$ cat src/hdl/vdcd_pkg.sv
package vdcd_pkg;

    typedef enum logic [1:0] {
        PH_HEADER  = 2'd0,
        PH_PAYLOAD = 2'd1,
        PH_ENDED   = 2'd2,
        PH_ERROR   = 2'd3
    } phase_t;

    typedef enum logic [1:0] {
        KIND_PAYLOAD = 2'd0,
        KIND_END     = 2'd1,
        KIND_ERROR   = 2'd2
    } kind_t;

    // A header may take at most this many bytes.
    localparam logic [3:0] MAX_HEADER_BYTES = 4'd10;

    typedef struct packed {
        kind_t      kind;
        logic [7:0] data;
        logic       last;
    } result_t;

endpackage

$ cat src/hdl/varint_delta_chunk_deframer_top.sv
// Chunk deframer for a byte stream.
// The slave channel takes one stream byte per item in s_tdata[7:0]. Each chunk
// opens with a little-endian base-128 varint header; the first header and any
// header after a zero-size chunk is an absolute size, the others are a
// zigzag-coded delta (plus one) against the previous size. A zero header ends
// the stream.
// The master channel gives one item per payload byte (m_tuser is the kind,
// m_tlast marks the final byte of a chunk), one item for the end of stream
// and one for a framing error. Header bytes produce no item. After the end or
// an error every further byte is taken and dropped until reset.
// An accepted byte's item is registered at the output. Throughput is one byte
// per cycle while s_tready is high: the parser registers are updated by one
// shift-and-merge of the header byte and one add or subtract of SIZE_BITS bits.
// A result register and a one-entry skid register sit at the output, so while
// the receiver stalls, bytes are still taken until one more item is waiting;
// s_tready falls only while the skid register is full, straight from a register.
// Reset clears the parser and the valid flags of both output registers; the
// block is ready from the moment reset is released.
module varint_delta_chunk_deframer_top #(
    parameter int SIZE_BITS = 32
) (
    input  logic       clk,
    input  logic       rst_n,
    input  logic       s_tvalid,
    output logic       s_tready,
    input  logic [7:0] s_tdata,    // [7:0] in_byte
    output logic       m_tvalid,
    input  logic       m_tready,
    output logic [7:0] m_tdata,    // [7:0] out_byte
    output logic [1:0] m_tuser,    // [1:0] out_kind
    output logic       m_tlast     // chunk_end
);
    import vdcd_pkg::*;

    phase_t                 phase_reg, phase_next;
    logic [63:0]            varint_acc_reg, varint_acc_next;
    logic [3:0]             varint_count_reg, varint_count_next;
    logic [SIZE_BITS-1:0]   previous_size_reg, previous_size_next;
    logic [SIZE_BITS-1:0]   bytes_left_reg, bytes_left_next;

    logic                   out_valid_reg, out_valid_next;
    result_t                out_reg, out_next;
    logic                   skid_valid_reg, skid_valid_next;
    result_t                skid_reg, skid_next;

    logic                   accept;
    logic                   take;
    logic [5:0]             shift;
    logic [63:0]            acc_merged;
    logic [3:0]             count_inc;
    logic [62:0]            half;
    logic [SIZE_BITS-1:0]   half_lo;
    logic                   abs_over;
    logic                   half_over;
    logic [SIZE_BITS:0]     size_sum;
    logic [SIZE_BITS:0]     size_diff;
    logic                   size_err;
    logic [SIZE_BITS-1:0]   size_new;
    logic                   last_byte;
    logic                   res_valid;
    result_t                res;

    assign accept = s_tvalid && s_tready;
    assign take   = out_valid_reg && m_tready;

    // Header datapath: merge the new seven value bits into the accumulator.
    assign shift      = 6'(7 * varint_count_reg);
    assign acc_merged = varint_acc_reg | (64'(s_tdata[6:0]) << shift);
    assign count_inc  = varint_count_reg + 4'd1;

    // For a delta header the zigzag magnitude is the header halved, and the
    // sign is negative when the header is even.
    assign half      = acc_merged[63:1];
    assign half_lo   = half[SIZE_BITS-1:0];
    assign abs_over  = (acc_merged >> SIZE_BITS) != 64'd0;
    assign half_over = (half >> SIZE_BITS) != 63'd0;
    assign size_sum  = {1'b0, previous_size_reg} + {1'b0, half_lo};
    assign size_diff = {1'b0, previous_size_reg} - {1'b0, half_lo};

    always_comb
    begin
        if (previous_size_reg == '0)
        begin
            size_err = abs_over;
            size_new = acc_merged[SIZE_BITS-1:0];
        end
        else if (acc_merged[0])
        begin
            size_err = half_over || size_sum[SIZE_BITS];
            size_new = size_sum[SIZE_BITS-1:0];
        end
        else
        begin
            size_err = half_over || size_diff[SIZE_BITS];
            size_new = size_diff[SIZE_BITS-1:0];
        end
    end

    assign last_byte = bytes_left_reg <= SIZE_BITS'(1);

    // Next state of the parser.
    always_comb
    begin
        phase_next         = phase_reg;
        varint_acc_next    = varint_acc_reg;
        varint_count_next  = varint_count_reg;
        previous_size_next = previous_size_reg;
        bytes_left_next    = bytes_left_reg;
        if (accept)
        begin
            case (phase_reg)
                PH_PAYLOAD:
                begin
                    if (bytes_left_reg != '0)
                    begin
                        bytes_left_next = bytes_left_reg - SIZE_BITS'(1);
                    end
                    if (last_byte)
                    begin
                        phase_next        = PH_HEADER;
                        varint_acc_next   = '0;
                        varint_count_next = '0;
                    end
                end
                PH_HEADER:
                begin
                    varint_acc_next   = acc_merged;
                    varint_count_next = count_inc;
                    if (s_tdata[7])
                    begin
                        if (count_inc >= MAX_HEADER_BYTES)
                        begin
                            phase_next = PH_ERROR;
                        end
                    end
                    else
                    begin
                        varint_acc_next   = '0;
                        varint_count_next = '0;
                        if (acc_merged == 64'd0)
                        begin
                            phase_next = PH_ENDED;
                        end
                        else if (size_err)
                        begin
                            phase_next = PH_ERROR;
                        end
                        else
                        begin
                            previous_size_next = size_new;
                            bytes_left_next    = size_new;
                            phase_next = (size_new == '0) ? PH_HEADER : PH_PAYLOAD;
                        end
                    end
                end
                default:
                begin
                    phase_next = phase_reg;
                end
            endcase
        end
    end

    // Result caused by the accepted byte.
    always_comb
    begin
        res_valid = 1'b0;
        res       = '{kind: KIND_PAYLOAD, data: 8'd0, last: 1'b0};
        if (accept)
        begin
            case (phase_reg)
                PH_PAYLOAD:
                begin
                    res_valid = 1'b1;
                    res       = '{kind: KIND_PAYLOAD, data: s_tdata, last: last_byte};
                end
                PH_HEADER:
                begin
                    if (s_tdata[7])
                    begin
                        if (count_inc >= MAX_HEADER_BYTES)
                        begin
                            res_valid = 1'b1;
                            res.kind  = KIND_ERROR;
                        end
                    end
                    else if (acc_merged == 64'd0)
                    begin
                        res_valid = 1'b1;
                        res.kind  = KIND_END;
                    end
                    else if (size_err)
                    begin
                        res_valid = 1'b1;
                        res.kind  = KIND_ERROR;
                    end
                end
                default:
                begin
                    res_valid = 1'b0;
                end
            endcase
        end
    end

    // Output register with a one-item skid register behind it.
    always_comb
    begin
        out_valid_next  = out_valid_reg;
        out_next        = out_reg;
        skid_valid_next = skid_valid_reg;
        skid_next       = skid_reg;
        if (skid_valid_reg)
        begin
            if (take)
            begin
                out_next        = skid_reg;
                skid_valid_next = 1'b0;
            end
        end
        else if (out_valid_reg && !take)
        begin
            if (res_valid)
            begin
                skid_valid_next = 1'b1;
                skid_next       = res;
            end
        end
        else
        begin
            out_valid_next = res_valid;
            out_next       = res;
        end
    end

    always_ff @(posedge clk or negedge rst_n)
    begin
        if (!rst_n)
        begin
            phase_reg         <= PH_HEADER;
            varint_acc_reg    <= '0;
            varint_count_reg  <= '0;
            previous_size_reg <= '0;
            bytes_left_reg    <= '0;
            out_valid_reg     <= 1'b0;
            skid_valid_reg    <= 1'b0;
        end
        else
        begin
            phase_reg         <= phase_next;
            varint_acc_reg    <= varint_acc_next;
            varint_count_reg  <= varint_count_next;
            previous_size_reg <= previous_size_next;
            bytes_left_reg    <= bytes_left_next;
            out_valid_reg     <= out_valid_next;
            skid_valid_reg    <= skid_valid_next;
        end
    end

    always_ff @(posedge clk)
    begin
        out_reg  <= out_next;
        skid_reg <= skid_next;
    end

    assign s_tready = !skid_valid_reg;
    assign m_tvalid = out_valid_reg;
    assign m_tdata  = out_reg.data;
    assign m_tuser  = out_reg.kind;
    assign m_tlast  = out_reg.last;

endmodule

$ cat config.mk
export PLATFORM = sky130hd
export DESIGN_NAME = varint_delta_chunk_deframer_top
export DESIGN_NICKNAME = d
export VERILOG_FILES = /design/src/hdl/vdcd_pkg.sv /design/src/hdl/varint_delta_chunk_deframer_top.sv
export SDC_FILE = /design/constraint.sdc
export NUM_CORES = 1
export LEC_CHECK = 0
export BUFFER_PORTS_ARGS = -buffer_cell sky130_fd_sc_hd__buf_4
export CAP_MARGIN = 20
export CELL_PAD_IN_SITES_DETAIL_PLACEMENT = 0
export CELL_PAD_IN_SITES_GLOBAL_PLACEMENT = 1
export CORE_MARGIN = 2
export CORE_UTILIZATION = 49
export CTS_CLUSTER_SIZE = 25
export DETAILED_ROUTE_END_ITERATION = 16
export PLACE_DENSITY = 0.9
export SLEW_MARGIN = 15
export SYNTH_ARGS = -nofsm -noshare
export SYNTH_HDL_FRONTEND = slang
export SYNTH_SLANG_ARGS = --single-unit
$ cat constraint.sdc
create_clock -name clk -period 8.2 [get_ports clk]
set_input_delay 0.41 -clock clk [delete_from_list [all_inputs] [get_ports clk]]
set_output_delay 0.41 -clock clk [all_outputs]
set_load 0.02 [all_outputs]
==> results, run 1 <==
- The flow ran to the end, and the final reports show no timing, DRC or antenna violations.
- The class of the tightest hold or removal check is input pin to asynchronous set/reset pin.
- The met3 wire length is 2600 um.
- The maximum number of pins on one net before global-route repair is 91.
- The kind of start point of the critical path is a flip-flop.
- The total global routing track utilization is 0.315.
- The number of nets in the synthesized netlist is 1627.
- Setup repair after global routing left no endpoint under its margin.
- In this run the core area contains 58 standard-cell rows.
- The finished layout holds 1873 standard cells, fillers aside.
- The remaining global-route overflow is 0.
- The number of setup buffers added after CTS is 0.
- Measured against its own limit, the worst slew margin works out to 0.294.
- The arrival time reported for the critical path endpoint is 8.00 ns.
- At the end of the flow, the number of nets in the layout was 1627.
- The die outline width is 165 um.
- At the pin with the least slew margin, the transition time is 1.05 ns.
- The number of filler cells placed in the layout is 2316.
- The warning count from the yosys run is 0.
- The floorplan step defined a die boundary enclosing 27200 um2.
- The tightest hold path in the finished design has a slack of 0.0673 ns.
- Traced cell by cell, the critical path runs through inv_1 > fa_1 > inv_1 > ha_1 > mux2_2 > a221oi_1 > nor2_1 > buf_4 > a21oi_1 > inv_1 > ha_1 > o211a_1 > o31a_1 > o21ai_0 > nand2_1 > a31oi_1 > o21ai_0 > a32oi_1 > nand2_2 > nor4_1 > nand2_1 > o21a_1.
- For this configuration, the core starts out at a cell density of 0.501.
- After technology mapping, the gate count stands at 1530.
- In the final routing, the length of wire on met1 measures 17900 um.
- Setup violations remaining at the end of the flow were counted as 0.
- The remaining design rule violation count is 0.
- The synthesized netlist occupies a cell area of 12700 um2.
- The register area share after synthesis is 0.320.
- The clock tree root driver cell is clkbuf_16.
- The most instantiated flip-flop cell in the synthesis netlist is dfrtp_1.
- The number of global-route vias before repair was 11900.
- The flip-flop count of the largest register after layout is 64.
- The number of input and output port buffers inserted is 24.
- The final period utilization is 0.936.
- In this design, the stage delay of the slowest critical-path cell is 0.72 ns.
- Detailed routing inserted a total of 12500 vias.
- The number of levels in the clock H-tree is 4.
- The cell repeated most along the worst path is inv_1.
- Detailed routing placed a total of 20100 um of wire on met2.
- The clock arrives with 0.0172 ns of skew.
- Counting distinct cell types in the post-synthesis netlist gives 95.
- The flip-flop and latch count after synthesis is 158.
- Timing would allow up to 130 MHz.
- Compared with the post-synthesis result, the final layout area differs by 8.83%.
- The most common cell after layout, fill and taps aside is a21oi_1.
- In the synthesized netlist the async set-or-reset flop fraction comes to 0.861.
- The TritonCTS clock tree is yes.
- The clock latency reported for the late side of the worst-skew pair is 0.45 ns.
- Dividing the detail-routed via count by the number of cells gives 6.67.
- The wire length of the first global-routing pass is 66300 um.
- The number of sinks handled by clock tree synthesis is 158.
- The number of enable-type register cells in the synthesized netlist is 22.
- The uppermost layer routed is met4.
- The detailed placer's ending HPWL is 31300 um.
- The die outline height is 165 um.
- The final layout contains routed wiring with a total length of 42200 um.
- Including well taps, the total number of placed cells is 1841.
- The slowest stage of the critical path belongs to the cell ha_1.
- The number of gates resized after CTS was 0.
- The number of hold buffers added after CTS was 0.
- The critical path is of the flip-flop to flip-flop type.
- Counting the buffers created by CTS gives 17.
- The first routing iteration left 1512 violations.
- At the end of routability-driven placement, the weighted congestion stood at 0.997.
- The number of hold violations in the final report is 0.
- The number of iterations in the first detailed-routing pass is 6.
- After clock tree synthesis, the clock-pin slew on the worst setup and hold paths is 0.08 ns.
- In the final layout, the share of cells above drive strength 1 is 0.0998.
- Data on the critical path is required at its endpoint by 8.53 ns.
- The minimum clock period after layout is 7.68 ns.
- The number of max-slew violations in the final report was 0.
- The average wire per cell in the routed design is 22.5 um.
- The initial antenna violation count is 0.
- The synthesized area per cell is 8.29 um2.
- The number of buffers on the longest clock path is 2.
- The number of placed I/O pins is 25.
- The critical-path maximum fanout is 22.
- The total area inside the core boundary comes to 25300 um2.
- The number of nets with antenna violations after detailed routing is 0.
- The max-capacitance violation count is 0.
- The antenna diode count is 0.
- The top cell types in the final layout, fill and taps aside, are a21oi_1, nor2_1, dfrtp_1.
- The critical path endpoint category is a flip-flop.
- In the final timing run, aggregate negative setup slack is 0 ns.
-- final timing paths --
check / slack [ns] / start / endpoint / cells past startpoint
max: 0.52 / varint_count_reg[1] / bytes_left_reg[31] / 22
min: 0.07 / rst_n / varint_count_reg[0] / 1
max reg2reg: 0.52 / varint_count_reg[1] / bytes_left_reg[31] / 22
min reg2reg: 0.49 / varint_acc_reg[35] / varint_acc_reg[35] / 1
max in group asynchronous: 6.96 / rst_n / varint_acc_reg[11] / 2
min in group clk: 0.29 / m_tready / m_tvalid / 4
-- synthesized netlist by cell type (8+ instances only) --
cell type,count,share of area
ha_1,79,0.078
clkbuf_1,47,0.014
or3_1,13,0.0064
xnor2_1,25,0.017
and3_1,11,0.0054
a21oi_1,181,0.071
a2111oi_0,10,0.0069
o21ai_0,71,0.028
o211ai_1,16,0.0095
nor2b_1,24,0.012
a21boi_0,8,0.0047
nand3_1,33,0.013
nor4_1,40,0.020
buf_2,21,0.0083
or2_2,9,0.0044
and2_1,15,0.0074
edfxtp_1,22,0.052
mux2_2,29,0.026
dfrtp_1,136,0.27
a21o_1,39,0.023
a22o_1,11,0.0076
nor3_1,29,0.011
a211oi_1,12,0.0071
nand2_1,95,0.028
nor2_1,181,0.054
nand2b_1,19,0.0094
or4_1,9,0.0053
a31oi_1,25,0.012
o22ai_1,21,0.010
mux2i_1,17,0.013
nand4_1,17,0.0084
o31ai_1,21,0.012
inv_1,86,0.025
-- critical path: cells and delay by family (launching register included) --
| kind | cells | cell delay (ns) |
|---|---|---|
| compound gates | 9 | 3.30 |
| fa+ha+maj | 3 | 1.70 |
| buf+inv | 4 | 0.48 |
| flops | 1 | 0.47 |
| mux | 1 | 0.40 |
| simple gates | 5 | 1.19 |
-- per-stage QoR --
step                      instance area (um2)  utilization  setup slack (ns)
after floorplan                         12700            -              1.71
after global placement                  13200        0.522             0.849
after detailed placement                13200        0.522             0.714
after CTS                               13800        0.545             0.683
after global routing                    13800        0.545             0.207
final                                   13800        0.545             0.525
-- area by class of cell --
class,instances,area (um2),area share
clock buffers,17,425,0.0308
clock inverters,15,161,0.0117
inverters,86,323,0.0234
multi-input cells,1208,7960,0.576
flip-flops and latches,158,4060,0.294
well taps,330,413,0.0299
repair buffers,59,459,0.0333
-- per-layer routing --
layer  vias up  track usage
li1       5669            -
met1      6166        0.412
met2       546        0.527
met3       114       0.0402
met4         0        0.128
met5         -            0
-- cells by family (layout without fill, tap and decap cells) --
group | after synthesis | in the layout | synth area share
buffers and inverters | 164 | 177 | 0.0533
AO/OA/AOI/OAI | 516 | 516 | 0.267
flip-flops | 158 | 158 | 0.320
XOR/XNOR | 31 | 31 | 0.0220
multiplexers | 49 | 49 | 0.0433
AND/OR/NAND/NOR | 527 | 527 | 0.207
adder cells (fa/ha/maj) | 85 | 85 | 0.0874
Power of run 1 is left out: the tool's default activity adds up to more than one toggle a clock period on the data nets, which glitch-free logic cannot reach.
==> run 2: changes to the inputs <==
- ABC_AREA: not set -> 1
- CORE_UTILIZATION: 49 -> 46
- PLACE_DENSITY: 0.9 -> 0.92
==> run 2 against run 1 <==
- clock skew shrank 0.0078 ns
- sequential share of layout area shrank 3.6 points
- highest routed layer unchanged
- final area grew 14%
- hold slack lost 0.031 ns
- die area grew 23%
- area after synthesis grew 16%
- global-route usage shrank 0.16 points
- critical endpoint is now skid_reg[9]
- critical path type unchanged
==> results, run 2 <==
- The average wire per cell in the routed design is 18.1 um (-20%).
- The TritonCTS clock tree is yes.
- The number of instances in the synthesized netlist is 2459 (+61%).
- In this run the worst setup path begins at varint_count_reg[0].
- The detailed placer's ending HPWL is 40700 um (+30%).
- The number of filler cells placed in the layout came to 3291 (+42%).
- The commonest cells after synthesis are nand2_1, inv_1, nor2_1.
- The remaining design rule violation count is 0 (unchanged).
- The critical-path maximum fanout came to 23 (+4.5%).
- The cell area after synthesis is 14700 um2 (+16%).
- The number of buffers on the longest clock path is 2 (unchanged).
- The number of setup buffers added after CTS is 0 (unchanged).
- The routed via count divided by cell count is 5.48 (-18%).
- The warning count from the yosys run is 0 (unchanged).
- The number of placed I/O pins is 25 (unchanged).
- The number of iterations in the first detailed-routing pass is 5 (-1).
- The die outline height is 183 um (+11%).
- The total area of multi-input combinational cells is 8890 um2 (+12%).
- From synthesis to final layout, the design area changed by 7.41%.
- The number of levels in the clock H-tree came to 4 (unchanged).
- The routed via count came to 15600 (+25%).
- The number of nets with antenna violations after detailed routing is 0 (unchanged).
- The minimum clock period after layout is 7.49 ns (-0.184 ns).
- The number of global-route vias before repair came to 14800 (+25%).
- The kind of start point of the critical path is a flip-flop.
- The remaining global-route overflow came to 0 (unchanged).
- The normalized max-slew margin came to 0.329 (+0.0350).
- The flip-flop count of the largest register after layout is 64 (unchanged).
- The maximum number of pins on one net before global-route repair was 86 (-5.5%).
- The worst slack at placement was 0.815 ns (+0.101 ns).
- The clock latency reported for the late side of the worst-skew pair is 0.44 ns (about the same).
- The startpoint identified for the worst register-to-register timing path is varint_count_reg[0].
- In this design, the critical path's most frequently occurring cell is nand2_1.
- The standard-cell row count is 65 (+12%).
- The number of sinks handled by clock tree synthesis came to 158 (unchanged).
- The path depth of the worst reg2reg path is 32 (+45%).
- By instance count, the leading cell after synthesis is nand2_1.
- In this run the critical register-to-register path is captured at skid_reg[9].
- The number of hold violations in the final report was 0 (unchanged).
- The number of max-slew violations in the final report is 0 (unchanged).
- The final period utilization came to 0.914 (-0.0225).
- The share of final-layout standard cells stronger than drive strength 1 is 0.0387 (-0.0611).
- The setup path with the least slack is of type flip-flop to flip-flop.
- The post-layout worst setup margin is 0.709 ns (+0.184 ns).
- The total global routing track utilization is 0.313 (-0.00160).
- The placer's final routability congestion estimate came to 1.02 (+2.3%).
- The number of DRC markers after the initial detailed-route iteration is 1652 (+9.3%).
- The number of buffers inserted during clock tree synthesis is 17 (unchanged).
- In the post-synthesis netlist, the biggest area contributors are dfrtp_1, nand2_1, inv_1.
- The leakage dissipation is 8.43 nW.
- The die outline width is 183 um (+11%).
- The synthesized area per cell is 5.96 um2 (-28%).
- The actual slew at the worst max-slew pin is 1.00 ns (-0.0468 ns).
- The post-synth net total is 2556 (+57%).
- The antenna diode count is 0 (unchanged).
- Across the VDD grid, the largest voltage drop is 147 uV.
- The final setup violation count is 0 (unchanged).
- The starting utilization of the core area is 0.466 (-0.0348).
- The max-capacitance violation count is 0 (unchanged).
- The initial antenna violation count is 1 (+1).
- The flip-flop and latch count after synthesis is 158 (unchanged).
- The worst setup path is captured at a flip-flop.
- The full die area was 33300 um2 (+23%).
- The most area-hungry cell type in the Yosys netlist is dfrtp_1.
- The post-route total power is 1.61 mW.
- The total power density per cell area is 102 nW/um2.
- Setup repair after global routing left no endpoint under its margin.
- Among all stages on the critical path, the largest delay is contributed by fa_1.
- The final sum of negative setup slack was 0 ns (unchanged).
- The most instantiated flip-flop cell in the synthesis netlist is dfrtp_1.
- The area share of the leading cell type in the synthesized netlist came to 0.232 (-0.0363).
- The clock transition time at the flip-flop clock pins of the worst setup and hold paths is 0.07 ns (about the same).
- The area used by sequential logic in the layout is 4060 um2 (unchanged).
- The number of library cell types mapped by synthesis is 36 (-62%).
- The largest clock skew in the final design is 0.00936 ns (-0.00783 ns).
- The arrival time reported for the critical path endpoint came to 7.58 ns (-0.42 ns).
- The wire length of the first global-routing pass came to 81400 um (+23%).
- The tightest min-delay check is of the input pin to asynchronous set/reset pin type.
- The fraction of the core area covered by cells at the end of the flow is 0.500 (-0.0445).
- In the layout the commonest cells are nand2_1, inv_1, nor2_1.
- The share of synthesized registers carrying an async set or reset is 0.861 (unchanged).
- The number of enable-type register cells in the synthesized netlist is 22 (unchanged).
- The library cell used most frequently in the layout, excluding fill and tap cells, is nand2_1.
- The delay contributed by the slowest stage of the critical path is 1.11 ns (+0.39 ns).
- The final-stage net count is 2536 (+56%).
- The slack of the worst reg-to-reg path is 0.71 ns (+0.18 ns).
- The fmax is 133 MHz (+2.5%).
- The floorplan core area is 31500 um2 (+24%).
- The clock tree root driver cell is clkbuf_16.
- The number of input and output port buffers inserted is 24 (unchanged).
- The required time at the endpoint of the critical path is 8.28 ns (-0.25 ns).
- The register area share after synthesis was 0.277 (-0.0433).
- The routed wire length is 51700 um (+23%).
- The run finished with clean final reports.
## run 2: cell count changes after synthesis, moves of 29 or more
cell	delta
nand2_1	+803
inv_1	+263
nand3_1	+148
nor2_1	+71
a21oi_1	-53
o21ai_0	+40
a21o_1	-39
nand4_1	+33
nor4_1	-31
mux2_2	-29
## run 2: logic make-up after synthesis
family,share of synthesized area
AND/OR/NAND/NOR,0.404
buffers and inverters,0.117
AO/OA/AOI/OAI,0.106
flip-flops,0.277
adder cells (fa/ha/maj),0.0756
XOR/XNOR,0.0202
## run 2: layout make-up
type,count,area share
multi-input combinational,1856,0.565
tap,402,0.0319
clock inverter,14,0.00786
inverter,360,0.0860
sequential,158,0.258
timing repair buffer,46,0.0230
clock buffer,18,0.0286
## run 2: how the worst max path moves through the flow
stage	endpoint	slack (ns)	depth (start not counted)
2_1_floorplan	skid_reg[0]	3.06	33
3_3_place_gp	skid_reg[10]	0.90	32
3_5_place_dp	skid_reg[6]	0.82	32
4_1_cts	skid_reg[9]	0.78	32
5_1_grt	skid_reg[5]	0.09	32
6_report	skid_reg[9]	0.71	32
## run 2: worst max-delay path, delay by kind of cell, from the launching register on
kind | cells | cell delay (ns)
buf+inv | 9 | 1.69
flops | 1 | 0.56
simple gates | 18 | 2.20
compound gates | 1 | 0.40
fa+ha+maj | 4 | 2.29
## run 2: routing by layer
metal	vias up	GRT usage	wire (um)
met5	-	0	0
met1	7310	0.416	22600
li1	7675	-	-
met2	547	0.506	23500
met4	0	0.142	2350
met3	101	0.0449	3250
## run 2: report_power, final
part	internal, mW	leakage (nW)	total, mW	switching (mW)
Clock	0.418	0.280	0.787	0.369
Sequential	0.792	2.01	0.792	0
Combinational	0.00751	6.14	0.0349	0.0274
## run 2: what timing repair did
item                                    CTS  global route
gates resized for setup                   0             1
endpoints found under the setup margin    0            36
hold buffers                              0             0
## run 2: metrics by stage
stage / cell area, um2 / std cells / hold slack [ns]
floorplan: 14700 / 2459 / 0.114
global placement: 15200 / 2822 / 0.463
detailed placement: 15200 / 2822 / 0.473
CTS: 15700 / 2854 / 0.0522
global route: 15800 / 2854 / 0.0849
finish: 15800 / 2854 / 0.0359
(Power assumes the default switching activity.)
